**src/sv/dq_pkg.sv**
```systemverilog
// dq_pkg: operation codes, status codes and the control word passed between
// the deque pipeline modules. No dependencies.
package dq_pkg;

	localparam int VALUE_W  = 32;
	localparam int MODE_W   = 3;
	localparam int STATUS_W = 2;

	typedef logic [MODE_W-1:0]   mode_t;
	typedef logic [STATUS_W-1:0] status_t;

	localparam mode_t MODE_PUSH_BACK  = 3'd0;
	localparam mode_t MODE_PUSH_FRONT = 3'd1;
	localparam mode_t MODE_POP_BACK   = 3'd2;
	localparam mode_t MODE_POP_FRONT  = 3'd3;
	localparam mode_t MODE_CLEAR      = 3'd4;

	localparam status_t ST_OK    = 2'd0;
	localparam status_t ST_EMPTY = 2'd1;
	localparam status_t ST_FULL  = 2'd2;

	// per-operation flags carried alongside the memory read
	typedef struct packed {
		logic    pop_ok;     // popped slot read is valid
		logic    front_ok;   // queue not empty after the step
		logic    fwd_front;  // new front is the slot written by this operation
		status_t status;
	} dq_ctl_t;

endpackage

```
**src/sv/double_ended_queue_top.sv**
```systemverilog
// double_ended_queue_top: bounded deque of signed words in a circular slot
// memory. Depends on dq_pkg, dq_ctrl, dq_store and dq_out.
//
// Usage: each input transfer carries one operation, mode in s_tuser (push
// back, push front, pop back, pop front, clear) and the element in s_tdata.
// Every operation gives exactly one result transfer on the m_ side: popped
// element, front element after the step, occupancy, empty flag, and the
// status in m_tuser (ok, pop on empty, push dropped when full).
// The result passes the held-operation register and then the output register
// before m_tvalid rises; one operation is taken every cycle while s_tready
// is high, set by the single write port and the two read ports
// of the slot memory, whose read data is forwarded when an operation reads
// the slot it writes.
// Reset clears the front index, the count and all valid flags; slot contents
// are not cleared and data read from unoccupied slots never reaches the output.
// When the receiver stalls, one result waits in the output register and one
// operation waits behind it; s_tready then drops until m_tready returns.
module double_ended_queue_top #(
	parameter int DEPTH      = 16,
	parameter int DATA_WIDTH = 32,
	localparam int AW        = (DEPTH > 1) ? $clog2(DEPTH) : 1,
	localparam int CNT_W     = $clog2(DEPTH + 1),
	localparam int OUT_W     = ((2 * 32 + CNT_W + 1 + 7) / 8) * 8
) (
	input  logic                        clk,
	input  logic                        arst_n,
	input  logic                        s_tvalid,
	output logic                        s_tready,
	input  logic [dq_pkg::VALUE_W-1:0]  s_tdata,  // value
	input  logic [dq_pkg::MODE_W-1:0]   s_tuser,  // mode
	output logic                        m_tvalid,
	input  logic                        m_tready,
	// popped_value, front_value, occupancy, empty_flag, zero pad
	output logic [OUT_W-1:0]            m_tdata,
	output logic [dq_pkg::STATUS_W-1:0] m_tuser   // status
);

	import dq_pkg::*;

	localparam int PAD_W = OUT_W - 2 * VALUE_W - CNT_W - 1;

	logic                  accept;
	logic                  wr_en;
	logic [AW-1:0]         wr_addr;
	logic [AW-1:0]         rd_pop_addr;
	logic [AW-1:0]         rd_front_addr;
	dq_ctl_t               ctl;
	logic [CNT_W-1:0]      count_next;
	logic signed [63:0]    in_ext;
	logic [DATA_WIDTH-1:0] wr_data;
	logic [DATA_WIDTH-1:0] rd_pop_q;
	logic [DATA_WIDTH-1:0] rd_front_q;
	logic [VALUE_W-1:0]    popped_value;
	logic [VALUE_W-1:0]    front_value;
	logic [CNT_W-1:0]      occupancy;
	logic                  empty_flag;
	status_t               status;

	assign accept  = s_tvalid && s_tready;
	assign in_ext  = 64'(signed'(s_tdata));
	assign wr_data = in_ext[DATA_WIDTH-1:0];

	dq_ctrl #(
		.DEPTH (DEPTH),
		.AW    (AW),
		.CNT_W (CNT_W)
	) u_ctrl (
		.clk           (clk),
		.arst_n        (arst_n),
		.accept        (accept),
		.mode          (mode_t'(s_tuser)),
		.wr_en         (wr_en),
		.wr_addr       (wr_addr),
		.rd_pop_addr   (rd_pop_addr),
		.rd_front_addr (rd_front_addr),
		.ctl           (ctl),
		.count_next    (count_next)
	);

	dq_store #(
		.DEPTH      (DEPTH),
		.DATA_WIDTH (DATA_WIDTH),
		.AW         (AW)
	) u_store (
		.clk           (clk),
		.wr_en         (wr_en),
		.wr_addr       (wr_addr),
		.wr_data       (wr_data),
		.rd_en         (accept),
		.rd_pop_addr   (rd_pop_addr),
		.rd_front_addr (rd_front_addr),
		.rd_pop_q      (rd_pop_q),
		.rd_front_q    (rd_front_q)
	);

	dq_out #(
		.DATA_WIDTH (DATA_WIDTH),
		.CNT_W      (CNT_W)
	) u_out (
		.clk          (clk),
		.arst_n       (arst_n),
		.accept       (accept),
		.ctl          (ctl),
		.count_next   (count_next),
		.wr_data      (wr_data),
		.rd_pop_q     (rd_pop_q),
		.rd_front_q   (rd_front_q),
		.in_ready     (s_tready),
		.out_ready    (m_tready),
		.out_valid    (m_tvalid),
		.popped_value (popped_value),
		.front_value  (front_value),
		.occupancy    (occupancy),
		.empty_flag   (empty_flag),
		.status       (status)
	);

	assign m_tdata = {{PAD_W{1'b0}}, empty_flag, occupancy, front_value, popped_value};
	assign m_tuser = status;

endmodule

```
**src/sv/dq_store.sv**
```systemverilog
// dq_store: slot memory, one write port and two registered read ports.
// Depends on nothing; widths come from the parameters.
module dq_store #(
	parameter int DEPTH      = 16,
	parameter int DATA_WIDTH = 32,
	parameter int AW         = 4
) (
	input  logic                  clk,
	input  logic                  wr_en,
	input  logic [AW-1:0]         wr_addr,
	input  logic [DATA_WIDTH-1:0] wr_data,
	input  logic                  rd_en,
	input  logic [AW-1:0]         rd_pop_addr,
	input  logic [AW-1:0]         rd_front_addr,
	output logic [DATA_WIDTH-1:0] rd_pop_q,
	output logic [DATA_WIDTH-1:0] rd_front_q
);

	logic [DATA_WIDTH-1:0] mem [DEPTH];

	always_ff @(posedge clk) begin
		if (wr_en) begin
			mem[wr_addr] <= wr_data;
		end
	end

	// read-before-write: a same-cycle write is forwarded downstream
	always_ff @(posedge clk) begin
		if (rd_en) begin
			rd_pop_q   <= mem[rd_pop_addr];
			rd_front_q <= mem[rd_front_addr];
		end
	end

endmodule

```
**src/sv/dq_ctrl.sv**
```systemverilog
// dq_ctrl: front index and element count, address generation and status
// for each accepted operation. Depends on dq_pkg.
module dq_ctrl #(
	parameter int DEPTH = 16,
	parameter int AW    = 4,
	parameter int CNT_W = 5
) (
	input  logic               clk,
	input  logic               arst_n,
	input  logic               accept,
	input  dq_pkg::mode_t      mode,
	output logic               wr_en,
	output logic [AW-1:0]      wr_addr,
	output logic [AW-1:0]      rd_pop_addr,
	output logic [AW-1:0]      rd_front_addr,
	output dq_pkg::dq_ctl_t    ctl,
	output logic [CNT_W-1:0]   count_next
);

	import dq_pkg::*;

	logic [AW-1:0]    front_q;
	logic [CNT_W-1:0] count_q;
	logic [AW-1:0]    front_next;
	logic             full;
	logic             empty;
	logic [CNT_W:0]   sum;
	logic [CNT_W:0]   sum_m1;
	logic [CNT_W:0]   depth_w;
	logic [AW-1:0]    pos_back;
	logic [AW-1:0]    pos_last;
	logic [AW-1:0]    front_dec;
	logic [AW-1:0]    front_inc;
	logic             do_write;
	status_t          status;
	logic             pop_ok;

	assign depth_w = (CNT_W+1)'(DEPTH);
	assign full    = (count_q == CNT_W'(DEPTH));
	assign empty   = (count_q == '0);
	assign sum     = (CNT_W+1)'(front_q) + (CNT_W+1)'(count_q);
	assign sum_m1  = sum - 1'b1;

	// sums stay below twice the depth, so one subtract wraps them
	assign pos_back  = (sum >= depth_w) ? AW'(sum - depth_w) : AW'(sum);
	assign pos_last  = (sum_m1 >= depth_w) ? AW'(sum_m1 - depth_w) : AW'(sum_m1);
	assign front_dec = (front_q == '0) ? AW'(DEPTH - 1) : front_q - 1'b1;
	assign front_inc = (front_q == AW'(DEPTH - 1)) ? '0 : front_q + 1'b1;

	always_comb begin
		do_write    = 1'b0;
		wr_addr     = pos_back;
		rd_pop_addr = front_q;
		front_next  = front_q;
		count_next  = count_q;
		status      = ST_OK;
		pop_ok      = 1'b0;
		case (mode)
			MODE_PUSH_BACK: begin
				if (full) begin
					status = ST_FULL;
				end else begin
					do_write   = 1'b1;
					count_next = count_q + 1'b1;
				end
			end
			MODE_PUSH_FRONT: begin
				if (full) begin
					status = ST_FULL;
				end else begin
					do_write   = 1'b1;
					wr_addr    = front_dec;
					front_next = front_dec;
					count_next = count_q + 1'b1;
				end
			end
			MODE_POP_BACK: begin
				if (empty) begin
					status = ST_EMPTY;
				end else begin
					pop_ok      = 1'b1;
					rd_pop_addr = pos_last;
					count_next  = count_q - 1'b1;
				end
			end
			MODE_POP_FRONT: begin
				if (empty) begin
					status = ST_EMPTY;
				end else begin
					pop_ok     = 1'b1;
					front_next = front_inc;
					count_next = count_q - 1'b1;
				end
			end
			MODE_CLEAR: begin
				front_next = '0;
				count_next = '0;
			end
			default: begin
			end
		endcase
	end

	assign wr_en         = accept && do_write;
	assign rd_front_addr = front_next;
	assign ctl.pop_ok    = pop_ok;
	assign ctl.front_ok  = (count_next != '0);
	assign ctl.fwd_front = do_write && (wr_addr == front_next);
	assign ctl.status    = status;

	always_ff @(posedge clk or negedge arst_n) begin
		if (!arst_n) begin
			front_q <= '0;
			count_q <= '0;
		end else if (accept) begin
			front_q <= front_next;
			count_q <= count_next;
		end
	end

`ifndef SYNTHESIS
	assert property (@(posedge clk) disable iff (!arst_n) count_q <= CNT_W'(DEPTH))
		else $error("element count beyond depth");
	assert property (@(posedge clk) disable iff (!arst_n) (CNT_W+1)'(front_q) < depth_w)
		else $error("front index beyond depth");
	assert property (@(posedge clk) disable iff (!arst_n)
		accept && full && (mode == MODE_PUSH_BACK || mode == MODE_PUSH_FRONT) |=>
		$stable(count_q) && $stable(front_q))
		else $error("push on full queue changed state");
`endif

endmodule

```
**src/sv/dq_out.sv**
```systemverilog
// dq_out: holds an operation while its slot reads complete, forwards a
// same-operation write and drives the result register. Depends on dq_pkg.
module dq_out #(
	parameter int DATA_WIDTH = 32,
	parameter int CNT_W      = 5
) (
	input  logic                        clk,
	input  logic                        arst_n,
	input  logic                        accept,
	input  dq_pkg::dq_ctl_t             ctl,
	input  logic [CNT_W-1:0]            count_next,
	input  logic [DATA_WIDTH-1:0]       wr_data,
	input  logic [DATA_WIDTH-1:0]       rd_pop_q,
	input  logic [DATA_WIDTH-1:0]       rd_front_q,
	output logic                        in_ready,
	input  logic                        out_ready,
	output logic                        out_valid,
	output logic [dq_pkg::VALUE_W-1:0]  popped_value,
	output logic [dq_pkg::VALUE_W-1:0]  front_value,
	output logic [CNT_W-1:0]            occupancy,
	output logic                        empty_flag,
	output dq_pkg::status_t             status
);

	import dq_pkg::*;

	logic                  v_s1;
	dq_ctl_t               ctl_s1;
	logic [CNT_W-1:0]      cnt_s1;
	logic [DATA_WIDTH-1:0] wdata_s1;

	logic                  valid_q;
	logic [VALUE_W-1:0]    popped_q;
	logic [VALUE_W-1:0]    front_q;
	logic [CNT_W-1:0]      cnt_q;
	logic                  empty_q;
	status_t               status_q;

	logic                  out_free;
	logic                  adv;
	logic [DATA_WIDTH-1:0] front_raw;
	logic signed [63:0]    pop_ext;
	logic signed [63:0]    front_ext;

	assign out_free = !valid_q || out_ready;
	assign adv      = v_s1 && out_free;
	assign in_ready = !v_s1 || out_free;

	assign front_raw = ctl_s1.fwd_front ? wdata_s1 : rd_front_q;
	assign pop_ext   = 64'(signed'(rd_pop_q));
	assign front_ext = 64'(signed'(front_raw));

	always_ff @(posedge clk or negedge arst_n) begin
		if (!arst_n) begin
			v_s1    <= 1'b0;
			valid_q <= 1'b0;
		end else begin
			if (in_ready) begin
				v_s1 <= accept;
			end
			if (out_free) begin
				valid_q <= v_s1;
			end
		end
	end

	always_ff @(posedge clk) begin
		if (accept) begin
			ctl_s1   <= ctl;
			cnt_s1   <= count_next;
			wdata_s1 <= wr_data;
		end
		if (adv) begin
			popped_q <= ctl_s1.pop_ok ? pop_ext[VALUE_W-1:0] : '0;
			front_q  <= ctl_s1.front_ok ? front_ext[VALUE_W-1:0] : '0;
			cnt_q    <= cnt_s1;
			empty_q  <= !ctl_s1.front_ok;
			status_q <= ctl_s1.status;
		end
	end

	assign out_valid    = valid_q;
	assign popped_value = popped_q;
	assign front_value  = front_q;
	assign occupancy    = cnt_q;
	assign empty_flag   = empty_q;
	assign status       = status_q;

`ifndef SYNTHESIS
	assert property (@(posedge clk) disable iff (!arst_n)
		valid_q |-> (empty_q == (cnt_q == '0)))
		else $error("empty flag disagrees with occupancy");
	assert property (@(posedge clk) disable iff (!arst_n)
		v_s1 && ctl_s1.pop_ok |-> ctl_s1.status == ST_OK)
		else $error("pop taken with a fault status");
	assert property (@(posedge clk) disable iff (!arst_n)
		v_s1 && !out_free |=> v_s1 && $stable(cnt_s1))
		else $error("held operation lost while output stalled");
`endif

endmodule

```
**config.mk**
```make
export PLATFORM = sky130hd
export DESIGN_NAME = double_ended_queue_top
export DESIGN_NICKNAME = d
export VERILOG_FILES = /design/src/sv/dq_pkg.sv /design/src/sv/double_ended_queue_top.sv /design/src/sv/dq_store.sv /design/src/sv/dq_ctrl.sv /design/src/sv/dq_out.sv
export SDC_FILE = /design/constraint.sdc
export NUM_CORES = 1
export LEC_CHECK = 0
export ABC_AREA = 1
export BUFFER_PORTS_ARGS = -buffer_cell sky130_fd_sc_hd__buf_4
export CAP_MARGIN = 0
export CORE_AREA = 2 2 327 329
export DETAILED_ROUTE_END_ITERATION = 8
export DIE_AREA = 0 0 329 331
export SLEW_MARGIN = 10
export SYNTH_ARGS = -nofsm -noshare
export SYNTH_HDL_FRONTEND = slang
export SYNTH_SLANG_ARGS = --single-unit
```
**constraint.sdc**
```tcl
create_clock -name clk -period 11.66 [get_ports clk]
set_input_delay 1.749 -clock clk [delete_from_list [all_inputs] [get_ports clk]]
set_output_delay 1.749 -clock clk [all_outputs]
set_load 0.1 [all_outputs]
```
Word-level counts from Yosys, hierarchy flattened. Memories as Yosys holds them, arrays and structs flattened. A register that Yosys moved wholly into a read port is not among the register bits. Cells that the tools add are included.

Reduce and logical (&&, ||, !) cells: 15. Equality and inequality tests: 7. Mux-type cells: 23. Add/sub/neg operators: 8. Order comparisons: 2.

Operators with widths (count): 4-bit two-way mux (10); 32-bit two-way mux (1); 5-bit case mux with 3 select lines (1); 6-bit by 5-bit >= comparator with 1-bit output, second input constant (2); 4-bit case mux with 3 select lines (1); 4-bit by 1-bit subtractor with 4-bit output, second input constant (3); 5-bit two-way mux (2); 4-bit by 5-bit adder with 6-bit output (1); 3-bit by 2-bit == test with 1-bit output, second input constant (2); 1-bit two-way mux (6); 6-bit by 1-bit subtractor with 6-bit output, second input constant (1); 5-bit by 1-bit adder with 5-bit output, second input constant (1); 5-bit == test, second input constant (1); 5-bit logical NOT (1); 5-bit nonzero test (1); 5-bit by 1-bit subtractor with 5-bit output, second input constant (1); 4-bit by 1-bit adder with 4-bit output, second input constant (1); 4-bit == test (1); 4-bit == test, second input constant (1); 1-bit logical AND (4); 4-bit logical NOT (1); 2-bit case mux with 2 select lines (1); 2-bit OR reduction (2); 3-bit by 1-bit == test with 1-bit output, second input constant (1); other kinds (5) (8).

Output and inout port bits: 76. Memories: 1. Bits in registers: 125. Input bits: 39. RAM bits: 512.

Memories: u_store.mem (words 16, width 32, rd ports 2, clocked after memory_dff 2, wr ports 1, RTL line dq_store.sv:19) `logic [DATA_WIDTH-1:0] mem [DEPTH];`.

Depth between registers and ports, before layout.
Depth after elaboration: 7. Mapped depth: 17. Depth with buffers taken out: 15.

Modules after synthesis. Synthesis repeated with hierarchy kept, for this count alone.

Cell total of the unflattened synthesis: 3895. Area, all modules: 35134.9 um^2.

Modules (own cells, without submodules): dq_store (times used 1, seq. area each 17296.6 um^2, area each 29311.9 um^2, cells each 3317); dq_out (times used 1, seq. area each 3473.3 um^2, area each 4471.8 um^2, cells each 363); dq_ctrl (times used 1, seq. area each 225.2 um^2, area each 1317.5 um^2, cells each 209); double_ended_queue_top (times used 1, seq. area each 0.0 um^2, area each 33.8 um^2, cells each 6).

Worst setup path before layout. No wires, ideal clock.

Kind: in2reg. Start: input port m_tready. End: register u_out.cnt_s1[0], enable pin. Stages on the path: 5. Path buffers: 1. Library setup time: 510 ps. Data required time: 11150 ps. Setup slack: 5078 ps. Arrival time: 6072 ps. Cell sequence: inv_1 > nand3_1 > nand2_1 > inv_1 > clkbuf_1.

Cells in the longest elaborated chain, start to end: 3.

RTL lines: start, declared (RTL line double_ended_queue_top.sv:32) `input logic m_tready,`; 1-bit logical OR (RTL line dq_out.sv:45) `assign out_free = !valid_q || out_ready;`; 1-bit logical OR (RTL line dq_out.sv:47) `assign in_ready = !v_s1 || out_free;`; named net s_tready (RTL line double_ended_queue_top.sv:28) `output logic s_tready,`; 1-bit logical AND (RTL line double_ended_queue_top.sv:59) `assign accept = s_tvalid && s_tready;`; named net accept (RTL line double_ended_queue_top.sv:42) `logic accept;`; end signal, assigned (RTL line dq_out.sv:70) `cnt_s1 <= count_next;`; end, declared (RTL line dq_out.sv:29) `logic [CNT_W-1:0] cnt_s1;`.

The timed path passes the listed nets, and every way through them passes these cells. A chain may end at the register's enable or synchronous reset.

Worst setup path after layout.
Start: input port s_tuser[2] (netlist name). End: register u_store.rd_pop_q[14] (read register of u_store.mem), data pin.

Cells in the longest elaborated chain, start to end: 2.

RTL lines: start, declared (RTL line double_ended_queue_top.sv:30) `input logic [dq_pkg::MODE_W-1:0] s_tuser,`; 3-bit by 2-bit == test with 1-bit output (RTL line dq_ctrl.sv:58) `case (mode)`; 4-bit two-way mux (RTL line dq_ctrl.sv:58); end, declared (RTL line dq_store.sv:15) `output logic [DATA_WIDTH-1:0] rd_pop_q,`.

No other way between the ends.

==> impl_metrics.ini <==
[run_status]
outcome = finished, final reports clean

[clock_tree]
cts_made_buffers = 80
clk_latency_ns = 0.65
cts_buffer_depth = 3
htreeDepth = 3
cts.sinks = 701
cts_root_buf = clkbuf_16
post_cts_resize_count = 0
clkTransAtPathRegs_ns = 0.06
cts_tree = yes
cts_setup_buffers = 0
ctsHoldBuffers = 0

[sta]
clock.fmax_ghz = 0.184
fin_setup_tns_ns = 0
relSlewSlack = 0.141
max_slew.worst_pin.slew_ns = 1.29
slew_violations = 0
hold_viol = 0
finalCritPeriodShare = 0.467
rsz0062_at_grt = false
skew_ns = 0.0256
period_minus_slack_ns = 5.44
setup_viol = 0

[worst_setup_path]
critPathSlowestCell = buf_4
cp-start-kind = input port
cp_max_fo = 110
critPathCaptureType = flip-flop
critical_path.cell_chain = buf_4 -> nor2_1 -> nand2_2 -> nor2_2 -> nand2_1 -> nand2_8 -> buf_4 -> buf_4 -> nand2_1 -> nand3_1 -> nand3_1 -> nand3_1 -> nand2_1
max_stage_delay_ns = 0.89
cp.arrival_ns = 5.81
critical_path_required_ns = 12.03
crit_type = input port to flip-flop

[placed_design]
post-dp-hpwl_um = 54400
placed_area_mm2 = 0.0366
place.port_buffers = 112
gp_congestion = 0.820

[floorplan]
rows = 119
fp.dieH_um = 331
ios = 115
start_util = 0.330
dieWidth_um = 329
coreArea_mm2 = 0.105
dieArea_mm2 = 0.109

[finish]
layout_commonest_cell = nand3_1
drive_gt1_frac = 0.0872
final_cell_mix = 1018 x nand3_1, 808 x nand2_1, 690 x edfxtp_1
num-nets-final = 3734
fill_cells = 10453
multi_input_area_mm2 = 0.0106
postLayoutCellArea_mm2 = 0.0392
syn_to_final_growth_pct = 13.3
regArea_mm2 = 0.0210
utilization = 0.374

[synth]
ys.warnings.count = 0
synthCells = 3694
synth_cell_types = 35
syn_area_per_cell_um2 = 9.38
syn-cell-area_mm2 = 0.0346
synth-seq-cells = 701
ys_seq_area_frac = 0.606

[power]
ir_worst_vdd_uv = 148
p_per_area_mw_per_mm2 = 228
p_leak_nw = 16.0

[detailed_routing]
drc = 0
drt_wl_total_um = 110000
wl_per_cell_um = 21.3
dr.pass1.iters = 8
vias_per_cell = 5.25
ant_nets = 0
num_vias = 26999
drtIter0Drc = 2783

[global_route]
track_usage = 0.199
grt-ovfl-total = 0
grt_first_pass_wirelength_um = 163000
antenna_found_initial = 1
grt_max_degree = 175
grt_pass1_vias = 26172

[hold_path]
hold_path.class = flip-flop to flip-flop

[run]
maxCapViolations = 0
==> per-layer routing <==
| layer | track usage | wire, µm | vias up |
|---|---|---|---|
| met3 | 0.0327 | 8920 | 227 |
| met1 | 0.260 | 45400 | 13036 |
| met5 | 0 | 0 | - |
| met2 | 0.333 | 51600 | 1284 |
| li1 | - | - | 12452 |
| met4 | 0.0738 | 3600 | 0 |
==> state kept, by name, indices dropped and copies added, names as in the netlist <==
signal              flops
u_store.mem           512
u_out.front_value      32
u_out.popped_value     32
u_out.wdata_s1         32
u_store.rd_front_q     32
u_store.rd_pop_q       32
u_ctrl.count_q          5
u_out.cnt_s1            5
u_out.ctl_s1            5
u_out.occupancy         5
u_ctrl.front_q          4
u_out.status            2
u_out.empty_flag        1
u_out.out_valid         1
u_out.v_s1              1
==> power breakdown <==
group	switching [mW]	leakage, nW	internal, mW
combinational	2.40	8.29	0.819
clock	1.04	1.26	1.48
sequential	0.109	6.47	3.09
==> cell families after synthesis <==
kind of cell | count (synthesis) | share of synthesized area
AOI/OAI and AO/OA | 190 | 0.0374
xor gates and xnor gates | 9 | 0.00228
adders and majority gates | 9 | 0.00347
buffers and inverters | 809 | 0.0950
DFF | 701 | 0.606
other | 1 | 0.000108
and+or+nand+nor | 1975 | 0.256
==> worst max-delay path, delay by kind of cell <==
family                 cells  cell delay (ns)
buffers and inverters      3             1.77
and+or+nand+nor           10             2.07
==> path summary, 6_finish.rpt <==
kind	start	slack, ns	endpoint	cells after the start
max	s_tuser[2]	6.22	u_store.rd_pop_q[14]	13
min	u_out.ctl_s1[0]	0.42	u_out.status[0]	0
max reg2reg	u_ctrl.count_q[1]	6.64	u_store.rd_front_q[18]	14
min reg2reg	u_out.ctl_s1[0]	0.42	u_out.status[0]	0
max in group asynchronous	arst_n	10.54	u_ctrl.front_q[3]	1
min in group asynchronous	arst_n	0.95	u_ctrl.count_q[4]	1
==> final cells by class <==
type                            instances  area share
Timing Repair Buffer                  160      0.0309
Tap cell                             1391      0.0444
Clock inverter                         46      0.0104
Clock buffer                           98      0.0554
Inverter                              558      0.0536
Antenna cell                            1   0.0000638
Sequential cell                       701       0.535
Multi-Input combinational cell       2185       0.270
==> metrics by stage <==
step / worst slack [ns] / instances / hold WS, ns / total power, mW
floorplan: 5.08 / 3695 / 0.400 / 5.47
global placement: 5.77 / 4995 / 0.404 / 6.41
detailed placement: 5.71 / 4995 / 0.405 / 6.43
CTS: 6.39 / 5139 / 0.418 / 8.95
global route: 5.96 / 5140 / 0.424 / 9.37
finish: 6.22 / 5140 / 0.420 / 8.93
==> Yosys cell counts, drive strengths merged <==
cell / n / area share
a21oi: 5 / 0.00083
a221oi: 1 / 0.00025
a31oi: 1 / 0.00018
buf: 200 / 0.029
clkbuf: 51 / 0.0055
conb: 1 / 0.00011
dfrtp: 11 / 0.0079
edfxtp: 690 / 0.60
fa: 1 / 0.00058
ha: 8 / 0.0029
inv: 558 / 0.060
nand2: 818 / 0.089
nand3: 1019 / 0.15
nand3b: 29 / 0.0063
nand4: 2 / 0.00036
nor2: 103 / 0.012
nor3: 1 / 0.00014
nor4: 1 / 0.00018
o211ai: 130 / 0.028
o21ai: 49 / 0.0071
o221ai: 1 / 0.00025
o22ai: 2 / 0.00036
o31ai: 1 / 0.00022
or2: 2 / 0.00036
xnor2: 4 / 0.0010
xor2: 5 / 0.0013
(Power assumes the default switching activity.)
